===== src/hdl/omp_pkg.sv =====
// ============================================================================
// omp_pkg - shared types and constants of the OSC message parser
// Phase codes, result kinds, character constants and the queue entry layout.
// ============================================================================
package omp_pkg;

    // Characters that the parser looks for
    localparam logic [7:0] CH_SLASH = 8'h2F;
    localparam logic [7:0] CH_COMMA = 8'h2C;
    localparam logic [7:0] CH_I     = 8'h69;
    localparam logic [7:0] CH_F     = 8'h66;
    localparam logic [7:0] CH_H     = 8'h68;
    localparam logic [7:0] CH_T     = 8'h74;
    localparam logic [7:0] CH_S     = 8'h73;
    localparam logic [7:0] CH_NUL   = 8'h00;

    // Shortest packet that can be accepted, in bytes, minus one
    localparam logic [15:0] MIN_LAST_POS = 16'd7;
    localparam logic [15:0] POS_MAX      = 16'hFFFF;
    localparam logic [15:0] POS_WRAP     = 16'hFFFC;

    // Depth of the queue between front and back
    localparam int QDEPTH = 4;
    localparam int QAW    = 2;

    typedef enum logic [3:0] {
        PH_ADDR_START = 4'd0,
        PH_ADDR       = 4'd1,
        PH_ADDR_PAD   = 4'd2,
        PH_TAG_COMMA  = 4'd3,
        PH_TAGS       = 4'd4,
        PH_ARG_PAD    = 4'd5,
        PH_ARG        = 4'd6,
        PH_DONE       = 4'd7,
        PH_FAIL       = 4'd8
    } t_phase;

    typedef enum logic [3:0] {
        KIND_ADDR     = 4'd0,
        KIND_TAG      = 4'd1,
        KIND_INT      = 4'd2,
        KIND_FLOAT    = 4'd3,
        KIND_TIMETAG  = 4'd4,
        KIND_STR_BYTE = 4'd5,
        KIND_STR_END  = 4'd6,
        KIND_ACCEPTED = 4'd7,
        KIND_REJECTED = 4'd8
    } t_kind;

    // What one input byte causes: an optional data result, then an optional verdict
    typedef struct packed {
        logic        has_data;
        t_kind       kind;
        logic [2:0]  slot;
        logic [63:0] value;
        logic        has_verdict;
        logic        ok;
    } t_entry;

endpackage


===== src/hdl/omp_front.sv =====
// ============================================================================
// omp_front - byte classifier and field assembler
// Walks the address, tag string and arguments, one byte per cycle while the queue
// has room, and hands the results of each byte to the queue as one entry.
// ============================================================================
module omp_front #(
    parameter int MAX_SLOTS = 8,
    parameter int TAG_DEPTH = 16
) (
    input  logic            i_clk,
    input  logic            i_rst_n,
    input  logic            i_valid,
    input  logic [7:0]      i_byte,
    input  logic            i_eop,
    input  logic            i_room,
    output logic            o_ready,
    output logic            o_push,
    output omp_pkg::t_entry o_entry
);
    import omp_pkg::*;

    localparam int TW = (TAG_DEPTH > 1) ? $clog2(TAG_DEPTH) : 1;
    localparam int CW = $clog2(TAG_DEPTH + 1);
    localparam int SW = $clog2(MAX_SLOTS + 1);
    localparam logic [CW-1:0] DEPTH_C = CW'(TAG_DEPTH);
    localparam logic [SW-1:0] SLOTS_C = SW'(MAX_SLOTS);

    t_phase        r_phase,  n_phase;
    logic [15:0]   r_pos,    n_pos;
    logic [CW-1:0] r_count,  n_count;
    logic [CW-1:0] r_cursor, n_cursor;
    logic [63:0]   r_word,   n_word;
    logic [2:0]    r_abc,    n_abc;
    logic [SW-1:0] r_iused,  n_iused;
    logic [SW-1:0] r_fused,  n_fused;
    logic [SW-1:0] r_tused,  n_tused;
    logic [SW-1:0] r_sused,  n_sused;
    logic          r_failed, n_failed;

    logic [7:0]    r_tag_mem [TAG_DEPTH];
    logic [7:0]    r_tag;
    logic          tag_we;

    logic          accept;
    logic          aligned;
    logic          do_next;
    logic          next_al;
    logic [63:0]   shifted;
    t_entry        ent;

    function automatic logic [2:0] slot3(input logic [SW-1:0] c);
        logic [SW+2:0] e;
        e = {3'b000, c};
        return e[2:0];
    endfunction

    assign o_ready = i_room;
    assign accept  = i_valid && i_room;
    assign aligned = (r_pos[1:0] == 2'b11);

    always_comb begin
        n_phase  = r_phase;
        n_pos    = r_pos;
        n_count  = r_count;
        n_cursor = r_cursor;
        n_word   = r_word;
        n_abc    = r_abc;
        n_iused  = r_iused;
        n_fused  = r_fused;
        n_tused  = r_tused;
        n_sused  = r_sused;
        n_failed = r_failed;
        tag_we   = 1'b0;
        do_next  = 1'b0;
        next_al  = aligned;
        shifted  = {r_word[55:0], i_byte};
        ent      = '0;
        ent.kind = KIND_ADDR;

        if (accept) begin
            case (r_phase)
                PH_ADDR_START: begin
                    if (i_byte == CH_SLASH) begin
                        ent.has_data = 1'b1;
                        ent.value    = {56'd0, i_byte};
                        n_phase      = PH_ADDR;
                    end else begin
                        n_failed = 1'b1;
                        n_phase  = PH_FAIL;
                    end
                end
                PH_ADDR: begin
                    if (i_byte == CH_NUL) begin
                        n_phase = aligned ? PH_TAG_COMMA : PH_ADDR_PAD;
                    end else begin
                        ent.has_data = 1'b1;
                        ent.value    = {56'd0, i_byte};
                    end
                end
                PH_ADDR_PAD: begin
                    if (aligned) n_phase = PH_TAG_COMMA;
                end
                PH_TAG_COMMA: begin
                    if (i_byte == CH_COMMA) begin
                        n_phase = PH_TAGS;
                    end else begin
                        n_failed = 1'b1;
                        n_phase  = PH_FAIL;
                    end
                end
                PH_TAGS: begin
                    if (i_byte == CH_NUL) begin
                        n_cursor = '0;
                        do_next  = 1'b1;
                    end else if (r_count >= DEPTH_C ||
                                 !(i_byte inside {CH_I, CH_F, CH_H, CH_T, CH_S})) begin
                        n_failed = 1'b1;
                        n_phase  = PH_FAIL;
                    end else begin
                        tag_we       = 1'b1;
                        n_count      = r_count + 1'b1;
                        ent.has_data = 1'b1;
                        ent.kind     = KIND_TAG;
                        ent.value    = {56'd0, i_byte};
                    end
                end
                PH_ARG_PAD: begin
                    if (aligned) begin
                        do_next = 1'b1;
                        next_al = 1'b1;
                    end
                end
                PH_ARG: begin
                    if (r_tag == CH_S) begin
                        if (i_byte == CH_NUL) begin
                            if (r_sused < SLOTS_C) begin
                                ent.has_data = 1'b1;
                                ent.kind     = KIND_STR_END;
                                ent.slot     = slot3(r_sused);
                                n_sused      = r_sused + 1'b1;
                            end
                            n_cursor = r_cursor + 1'b1;
                            do_next  = 1'b1;
                        end else if (r_sused < SLOTS_C) begin
                            ent.has_data = 1'b1;
                            ent.kind     = KIND_STR_BYTE;
                            ent.slot     = slot3(r_sused);
                            ent.value    = {56'd0, i_byte};
                        end
                    end else begin
                        n_word = shifted;
                        n_abc  = r_abc + 1'b1;
                        if ((r_tag == CH_I || r_tag == CH_F) && n_abc == 3'd4) begin
                            if (r_tag == CH_I) begin
                                if (r_iused < SLOTS_C) begin
                                    ent.has_data = 1'b1;
                                    ent.kind     = KIND_INT;
                                    ent.slot     = slot3(r_iused);
                                    ent.value    = {32'd0, shifted[31:0]};
                                    n_iused      = r_iused + 1'b1;
                                end
                            end else if (r_fused < SLOTS_C) begin
                                ent.has_data = 1'b1;
                                ent.kind     = KIND_FLOAT;
                                ent.slot     = slot3(r_fused);
                                ent.value    = {32'd0, shifted[31:0]};
                                n_fused      = r_fused + 1'b1;
                            end
                            n_cursor = r_cursor + 1'b1;
                            do_next  = 1'b1;
                        end else if ((r_tag == CH_H || r_tag == CH_T) && n_abc == 3'd0) begin
                            if (r_tag == CH_T && r_tused < SLOTS_C) begin
                                ent.has_data = 1'b1;
                                ent.kind     = KIND_TIMETAG;
                                ent.slot     = slot3(r_tused);
                                ent.value    = shifted;
                                n_tused      = r_tused + 1'b1;
                            end
                            n_cursor = r_cursor + 1'b1;
                            do_next  = 1'b1;
                        end
                    end
                end
                default: begin
                end
            endcase

            // field finished: clear the assembler and pick the next phase
            if (do_next) begin
                n_word = '0;
                n_abc  = '0;
                if (n_cursor >= r_count) n_phase = PH_DONE;
                else                     n_phase = next_al ? PH_ARG : PH_ARG_PAD;
            end

            if (i_eop) begin
                ent.has_verdict = 1'b1;
                ent.ok          = !n_failed && (n_phase == PH_DONE) && (r_pos >= MIN_LAST_POS);
                n_phase  = PH_ADDR_START;
                n_pos    = '0;
                n_count  = '0;
                n_cursor = '0;
                n_word   = '0;
                n_abc    = '0;
                n_iused  = '0;
                n_fused  = '0;
                n_tused  = '0;
                n_sused  = '0;
                n_failed = 1'b0;
            end else begin
                n_pos = (r_pos >= POS_MAX) ? POS_WRAP : r_pos + 16'd1;
            end
        end
    end

    assign o_push  = accept && (ent.has_data || ent.has_verdict);
    assign o_entry = ent;

    always_ff @(posedge i_clk) begin
        if (!i_rst_n) begin
            r_phase  <= PH_ADDR_START;
            r_pos    <= '0;
            r_count  <= '0;
            r_cursor <= '0;
            r_word   <= '0;
            r_abc    <= '0;
            r_iused  <= '0;
            r_fused  <= '0;
            r_tused  <= '0;
            r_sused  <= '0;
            r_failed <= 1'b0;
        end else begin
            r_phase  <= n_phase;
            r_pos    <= n_pos;
            r_count  <= n_count;
            r_cursor <= n_cursor;
            r_word   <= n_word;
            r_abc    <= n_abc;
            r_iused  <= n_iused;
            r_fused  <= n_fused;
            r_tused  <= n_tused;
            r_sused  <= n_sused;
            r_failed <= n_failed;
        end
    end

    // tag store: written at the fill count, read ahead at the next cursor so r_tag matches the cursor
    always_ff @(posedge i_clk) begin
        if (tag_we) r_tag_mem[r_count[TW-1:0]] <= i_byte;
        r_tag <= r_tag_mem[n_cursor[TW-1:0]];
    end

endmodule


===== src/hdl/omp_queue.sv =====
// ============================================================================
// omp_queue - short entry queue between front and back
// Holds per-byte result entries so that each side may stall on its own.
// ============================================================================
module omp_queue (
    input  logic            i_clk,
    input  logic            i_rst_n,
    input  logic            i_push,
    input  omp_pkg::t_entry i_entry,
    output logic            o_room,
    input  logic            i_pop,
    output logic            o_avail,
    output omp_pkg::t_entry o_head
);
    import omp_pkg::*;

    t_entry           r_slots [QDEPTH];
    logic [QAW-1:0]   r_wr, r_rd;
    logic [QAW:0]     r_fill;

    assign o_room  = (r_fill != (QAW+1)'(QDEPTH));
    assign o_avail = (r_fill != '0);
    assign o_head  = r_slots[r_rd];

    always_ff @(posedge i_clk) begin
        if (!i_rst_n) begin
            r_wr   <= '0;
            r_rd   <= '0;
            r_fill <= '0;
        end else begin
            if (i_push) r_wr <= r_wr + 1'b1;
            if (i_pop)  r_rd <= r_rd + 1'b1;
            case ({i_push, i_pop})
                2'b10:   r_fill <= r_fill + 1'b1;
                2'b01:   r_fill <= r_fill - 1'b1;
                default: r_fill <= r_fill;
            endcase
        end
    end

    always_ff @(posedge i_clk) begin
        if (i_push) r_slots[r_wr] <= i_entry;
    end

endmodule


===== src/hdl/omp_back.sv =====
// ============================================================================
// omp_back - result serialiser and output register
// Splits each queue entry into its data result and verdict, one word a cycle unless stalled.
// ============================================================================
module omp_back (
    input  logic            i_clk,
    input  logic            i_rst_n,
    input  logic            i_avail,
    input  omp_pkg::t_entry i_head,
    output logic            o_pop,
    output logic            o_valid,
    input  logic            i_ready,
    output logic [3:0]      o_kind,
    output logic [2:0]      o_slot,
    output logic [63:0]     o_value,
    output logic            o_last
);
    import omp_pkg::*;

    logic        r_valid;
    logic        r_data_sent;
    logic [3:0]  r_kind;
    logic [2:0]  r_slot;
    logic [63:0] r_value;
    logic        r_last;

    logic        load;
    logic        take_data;

    assign load      = i_avail && (!r_valid || i_ready);
    assign take_data = i_head.has_data && !r_data_sent;
    assign o_pop     = load && !(take_data && i_head.has_verdict);

    always_ff @(posedge i_clk) begin
        if (!i_rst_n) begin
            r_valid     <= 1'b0;
            r_data_sent <= 1'b0;
        end else begin
            if (load) begin
                r_valid     <= 1'b1;
                r_data_sent <= take_data && i_head.has_verdict;
            end else if (i_ready) begin
                r_valid <= 1'b0;
            end
        end
    end

    always_ff @(posedge i_clk) begin
        if (load) begin
            if (take_data) begin
                r_kind  <= i_head.kind;
                r_slot  <= i_head.slot;
                r_value <= i_head.value;
                r_last  <= !i_head.has_verdict;
            end else begin
                r_kind  <= i_head.ok ? KIND_ACCEPTED : KIND_REJECTED;
                r_slot  <= '0;
                r_value <= '0;
                r_last  <= 1'b1;
            end
        end
    end

    assign o_valid = r_valid;
    assign o_kind  = r_kind;
    assign o_slot  = r_slot;
    assign o_value = r_value;
    assign o_last  = r_last;

endmodule


===== src/hdl/osc_message_parser.sv =====
// ============================================================================
// osc_message_parser - streaming OSC 1.1 message parser
// Parses one packet byte per word and streams out decoded fields and a verdict.
// ============================================================================
// Usage
//   Slave side: one packet byte per word in i_s_tdata, i_s_tlast on the final
//   byte. Master side: one result per word; o_m_tuser is the kind, o_m_tdata
//   holds slot and value, o_m_tlast marks the final result of an input byte.
//   A byte gives at most two results: a data result (address byte, tag, int,
//   float bits, timetag, string byte or string end) and, on the last byte of a
//   packet, accepted or rejected.
// Timing
//   A byte is taken every cycle while the four-entry queue has room. A result
//   passes from the parser into a queue slot and from there into the output
//   register. The output drains one word a cycle while i_m_tready allows, so a
//   byte with two results leaves the back end as two words.
// Stalls and reset
//   When i_m_tready is low the output holds; the queue fills and then
//   o_s_tready drops until space frees up. Reset clears the parser, the queue
//   and the output valid flag; the tag store needs no clearing.
// ============================================================================
module osc_message_parser #(
    parameter int MAX_SLOTS = 8,   // emitted arguments per kind, 1..8
    parameter int TAG_DEPTH = 16   // type tags held per packet, 1..256
) (
    input  logic        i_clk,
    input  logic        i_rst_n,
    // byte input
    input  logic        i_s_tvalid,
    output logic        o_s_tready,
    input  logic [7:0]  i_s_tdata,   // [7:0] data_byte
    input  logic        i_s_tlast,   // end_of_packet
    // result output
    output logic        o_m_tvalid,
    input  logic        i_m_tready,
    output logic [71:0] o_m_tdata,   // [2:0] slot, [66:3] value, [71:67] zero
    output logic [3:0]  o_m_tuser,   // [3:0] kind
    output logic        o_m_tlast    // last
);
    import omp_pkg::*;

    t_entry      front_entry;
    t_entry      head_entry;
    logic        front_push;
    logic        q_room;
    logic        q_avail;
    logic        back_pop;
    logic [2:0]  out_slot;
    logic [63:0] out_value;

    // front: phase walk, tag store and field assembly
    omp_front #(
        .MAX_SLOTS (MAX_SLOTS),
        .TAG_DEPTH (TAG_DEPTH)
    ) u_front (
        .i_clk   (i_clk),
        .i_rst_n (i_rst_n),
        .i_valid (i_s_tvalid),
        .i_byte  (i_s_tdata),
        .i_eop   (i_s_tlast),
        .i_room  (q_room),
        .o_ready (o_s_tready),
        .o_push  (front_push),
        .o_entry (front_entry)
    );

    // decoupling queue, one entry per byte that has results
    omp_queue u_queue (
        .i_clk   (i_clk),
        .i_rst_n (i_rst_n),
        .i_push  (front_push),
        .i_entry (front_entry),
        .o_room  (q_room),
        .i_pop   (back_pop),
        .o_avail (q_avail),
        .o_head  (head_entry)
    );

    // back: serialise data result and verdict into the output register
    omp_back u_back (
        .i_clk   (i_clk),
        .i_rst_n (i_rst_n),
        .i_avail (q_avail),
        .i_head  (head_entry),
        .o_pop   (back_pop),
        .o_valid (o_m_tvalid),
        .i_ready (i_m_tready),
        .o_kind  (o_m_tuser),
        .o_slot  (out_slot),
        .o_value (out_value),
        .o_last  (o_m_tlast)
    );

    assign o_m_tdata = {5'd0, out_value, out_slot};

endmodule

===== config.mk =====
export PLATFORM = sky130hd
export DESIGN_NAME = osc_message_parser
export DESIGN_NICKNAME = d
export VERILOG_FILES = /design/src/hdl/omp_pkg.sv /design/src/hdl/omp_front.sv /design/src/hdl/omp_queue.sv /design/src/hdl/omp_back.sv /design/src/hdl/osc_message_parser.sv
export SDC_FILE = /design/constraint.sdc
export NUM_CORES = 1
export LEC_CHECK = 0
export ABC_AREA = 1
export BUFFER_PORTS_ARGS = -buffer_cell sky130_fd_sc_hd__buf_4
export CAP_MARGIN = 20
export CORE_ASPECT_RATIO = 2
export CORE_MARGIN = 5
export CORE_UTILIZATION = 55
export DETAILED_ROUTE_END_ITERATION = 6
export GPL_TIMING_DRIVEN = 0
export HOLD_SLACK_MARGIN = 0.08
export PLACE_DENSITY = 0.72
export SYNTH_ARGS = -nofsm -noshare
export SYNTH_HDL_FRONTEND = slang
export SYNTH_HIERARCHICAL = 1
export SYNTH_SLANG_ARGS = --single-unit

===== constraint.sdc =====
create_clock -name i_clk -period 5.2 [get_ports i_clk]
set_input_delay 0.26 -clock i_clk [delete_from_list [all_inputs] [get_ports i_clk]]
set_output_delay 0.26 -clock i_clk [all_outputs]
set_load 0.005 [all_outputs]

==> results.sh <==
export IMPL_rr_worst_depth=17
export IMPL_fin_cells=3318
export IMPL_power_leakage_nw=11.3
export IMPL_required_ps=5480
export IMPL_clockBufferDepth=3
export IMPL_cts_tree="built"
export IMPL_seqCellArea_mm2=0.0174
export IMPL_critPathArrivalTime_ps=4550
export IMPL_finalHoldViolCount=0
export IMPL_setup_viol=0
export IMPL_placed_cell_area_mm2=0.0277
export IMPL_path_clk_slew_ps=70
export IMPL_clock_sinks=621
export IMPL_drv_cap=0
export IMPL_rsz0062_at_grt="false"
export IMPL_endpoint="u_queue/r_slots[0][30]"
export IMPL_grt_use_total_pct=24.9
export IMPL_layout_common_cells="496 x edfxtp_1, 389 x nand2_1, 352 x nor2_1"
export IMPL_r2r_start="u_front/r_abc[0]"
export IMPL_htree_levels=2
export IMPL_critPathMostFrequentCell="nand2_1"
export IMPL_grt_antenna_before_repair=0
export IMPL_grt_max_degree=72
export IMPL_place_hpwl_mm=47.0
export IMPL_boundaryPins=92
export IMPL_cts_root_buf="clkbuf_16"
export IMPL_grt_ovfl_total=0
export IMPL_yosysSeqAreaShare_pct=66.5
export IMPL_path_class="register to register"
export IMPL_fin_crit_sh_pct=82.1
export IMPL_slew_violations=0
export IMPL_irDropWorstVdd_v=0.000338
export IMPL_grt_pass1_vias=18500
export IMPL_max_slew_margin_pct=22.3
export IMPL_synthArstFlopShare_pct=0
export IMPL_ant_nets=0
export IMPL_numCtsBuffers=51
export IMPL_critPathTopFamily="simple AND/OR/NAND/NOR gates"
export IMPL_synth_ff_type="edfxtp_1"
export IMPL_critical_path_buf_inv_count=4
export IMPL_r2r_slack_ps=930
export IMPL_rr_endpoint="u_queue/r_slots[0][30]"
export IMPL_totalWireLength_mm=65.6
export IMPL_final_common_cell="edfxtp_1"
export IMPL_syn_avg_cell_area_um2=10.5
export IMPL_cp_end_kind="register"
export IMPL_via_count=18300
export IMPL_critPathMaxFanout=40
export IMPL_final_nets=2681
export IMPL_path_depth=17
export IMPL_fin_skew_ps=12.0
export IMPL_finalPower_mw=12.7
export IMPL_multi_input_area_mm2=0.00685
export IMPL_wl_per_cell_um=19.8
export IMPL_dieArea_mm2=0.0523
export IMPL_grt_pass1_wl_mm=100
export IMPL_start_kind="register"
export IMPL_status="completed"
export IMPL_period_minus_slack_ps=4270
export IMPL_drc=0
export IMPL_areaGrowthSynthToFinish_pct=13.4
export IMPL_crit_start="u_front/r_abc[0]"
export IMPL_fillers=3696
export IMPL_slowest_delay_ps=740
export IMPL_synth_cell_types=58
export IMPL_place_inst=3212
export IMPL_worst_pin_slew_ps=1160
export IMPL_synth_seq_cells=621
export IMPL_syn_inst=2485
export IMPL_critPathSlowestCell="nor4_1"
export IMPL_detailedRoute_firstPassIterationCount=5
export IMPL_yosysWarnings=6
export IMPL_worstPathCellList="ha_1 -> inv_1 -> nand2_1 -> nand3_1 -> nor2_1 -> nand2_2 -> nor4_1 -> nor2_1 -> nand2_1 -> inv_2 -> nand2_1 -> o211ai_1 -> a31oi_1 -> or2_2 -> nand2_1 -> inv_4 -> buf_16"
export IMPL_max_freq_mhz=234
export IMPL_design_area_mm2=0.0296
export IMPL_synth_edf_count=496
export IMPL_initial_core_util_pct=55.2
export IMPL_io_buffers=86
export IMPL_coreArea_mm2=0.0474
export IMPL_drt_iter0_drc=1196
export IMPL_insertedDiodeCount=0
export IMPL_die_x_um=164
export IMPL_globalplace_congestion=0.951
export IMPL_finalSetupTns_ps=0
export IMPL_via_per_inst=5.50
export IMPL_die_y_um=318
export IMPL_hold_depth=5
export IMPL_synth_area_mm2=0.0261
export IMPL_worstSkewPairLatency_ps=590
export IMPL_power_density_mw_per_mm2=430
export IMPL_min_path_type="primary input to register"
export IMPL_rows=113
export IMPL_drive_gt1_share_pct=11.4
worst min-delay path: cells and delay by family:
kind	cells	cell delay, ps
buffers and inverters	2	230
AND/OR/NAND/NOR	1	90
AO/OA/AOI/OAI	2	200
cells by family after synthesis:
family          after synthesis  share of synthesized area [%]
compound gates              410                           8.70
xor+xnor                      4                          0.134
fa+ha+maj                    24                           1.18
buf+inv                     434                           7.33
simple gates                990                           16.1
flops                       621                           66.5
other cells                   2                         0.0287
worst min path at each step:
stage / startpoint / endpoint
global route: i_s_tlast / u_front/r_iused[2]
CTS: i_s_tlast / u_front/r_iused[2]
finish: i_s_tlast / u_front/r_iused[2]
global placement: u_queue/r_rd[1] / u_queue/r_rd[1]
floorplan: i_s_tdata[0] / u_front/r_tag_mem[0][0]
detailed placement: u_queue/r_rd[1] / u_queue/r_rd[1]
what timing repair did:
item,4_1_cts,5_1_grt
buffers inserted,0,0
endpoints found under the hold margin,104,0
hold buffers,11,0
resized for setup,0,0
Yosys cell counts, types with 3 or more instances:
cell | n | area (um2)
a211oi_1 | 4 | 30.0
a21oi_1 | 118 | 591
a31oi_1 | 3 | 18.8
buf_2 | 32 | 160
buf_4 | 22 | 165
buf_6 | 21 | 236
clkbuf_1 | 49 | 184
dfxtp_1 | 125 | 2500
edfxtp_1 | 496 | 14900
ha_1 | 23 | 288
inv_1 | 289 | 1080
inv_2 | 16 | 60.1
nand2_1 | 389 | 1460
nand2_2 | 8 | 50.1
nand2_4 | 3 | 33.8
nand3_1 | 176 | 881
nand3b_1 | 18 | 135
nand4_1 | 8 | 50.1
nor2_1 | 352 | 1320
nor2_2 | 4 | 25.0
nor3_1 | 8 | 40.0
nor4_1 | 9 | 56.3
o211ai_1 | 3 | 22.5
o21a_1 | 3 | 22.5
o21ai_0 | 130 | 651
o21ai_1 | 55 | 275
o21bai_1 | 3 | 22.5
o22ai_1 | 76 | 475
or2_2 | 3 | 18.8
xor2_1 | 3 | 26.3
sequential cells by signal (all words and copies together) (netlist names), 5 cells and up, named ones only:
name,flops
u_back/o_value,64
u_front/r_count,5
u_front/r_cursor,5
u_front/r_pos,16
u_front/r_tag,8
u_front/r_tag_mem,128
u_front/r_word,56
u_queue/r_slots,296
report_power, final:
| part | switching, mW | total (mW) | leakage (nW) | internal [mW] |
|---|---|---|---|---|
| Clock | 1.72 | 4.03 | 0.879 | 2.31 |
| Combinational | 1.69 | 2.67 | 4.64 | 0.977 |
| Sequential | 0.127 | 6.05 | 5.80 | 5.92 |
area by class of cell:
class / instances / area share (%)
Clock inverter: 21 / 0.857
Buffer: 127 / 2.56
Sequential cell: 621 / 58.7
Inverter: 307 / 3.95
Multi-Input combinational cell: 1434 / 23.1
Timing Repair Buffer: 102 / 3.01
Tap cell: 632 / 2.67
Clock buffer: 74 / 5.16
routing by layer:
layer,vias up,wire length (um),track usage (%)
li1,8714,-,-
met1,8741,21500,24.0
met2,611,37300,49.1
met3,187,2700,2.77
met4,0,4160,14.4
met5,-,0,0
metrics by stage:
| stage | worst slack [ps] | utilization [%] | hold WS [ps] |
|---|---|---|---|
| finish | 928 | 62.6 | 214 |
| global route | 649 | 62.6 | 237 |
| CTS | 1010 | 62.6 | 171 |
| detailed placement | 1030 | 58.6 | 455 |
| global placement | -790 | 58.3 | 425 |
| floorplan | 1230 | - | 359 |
Note: power is estimated with default switching activity, not from simulation.
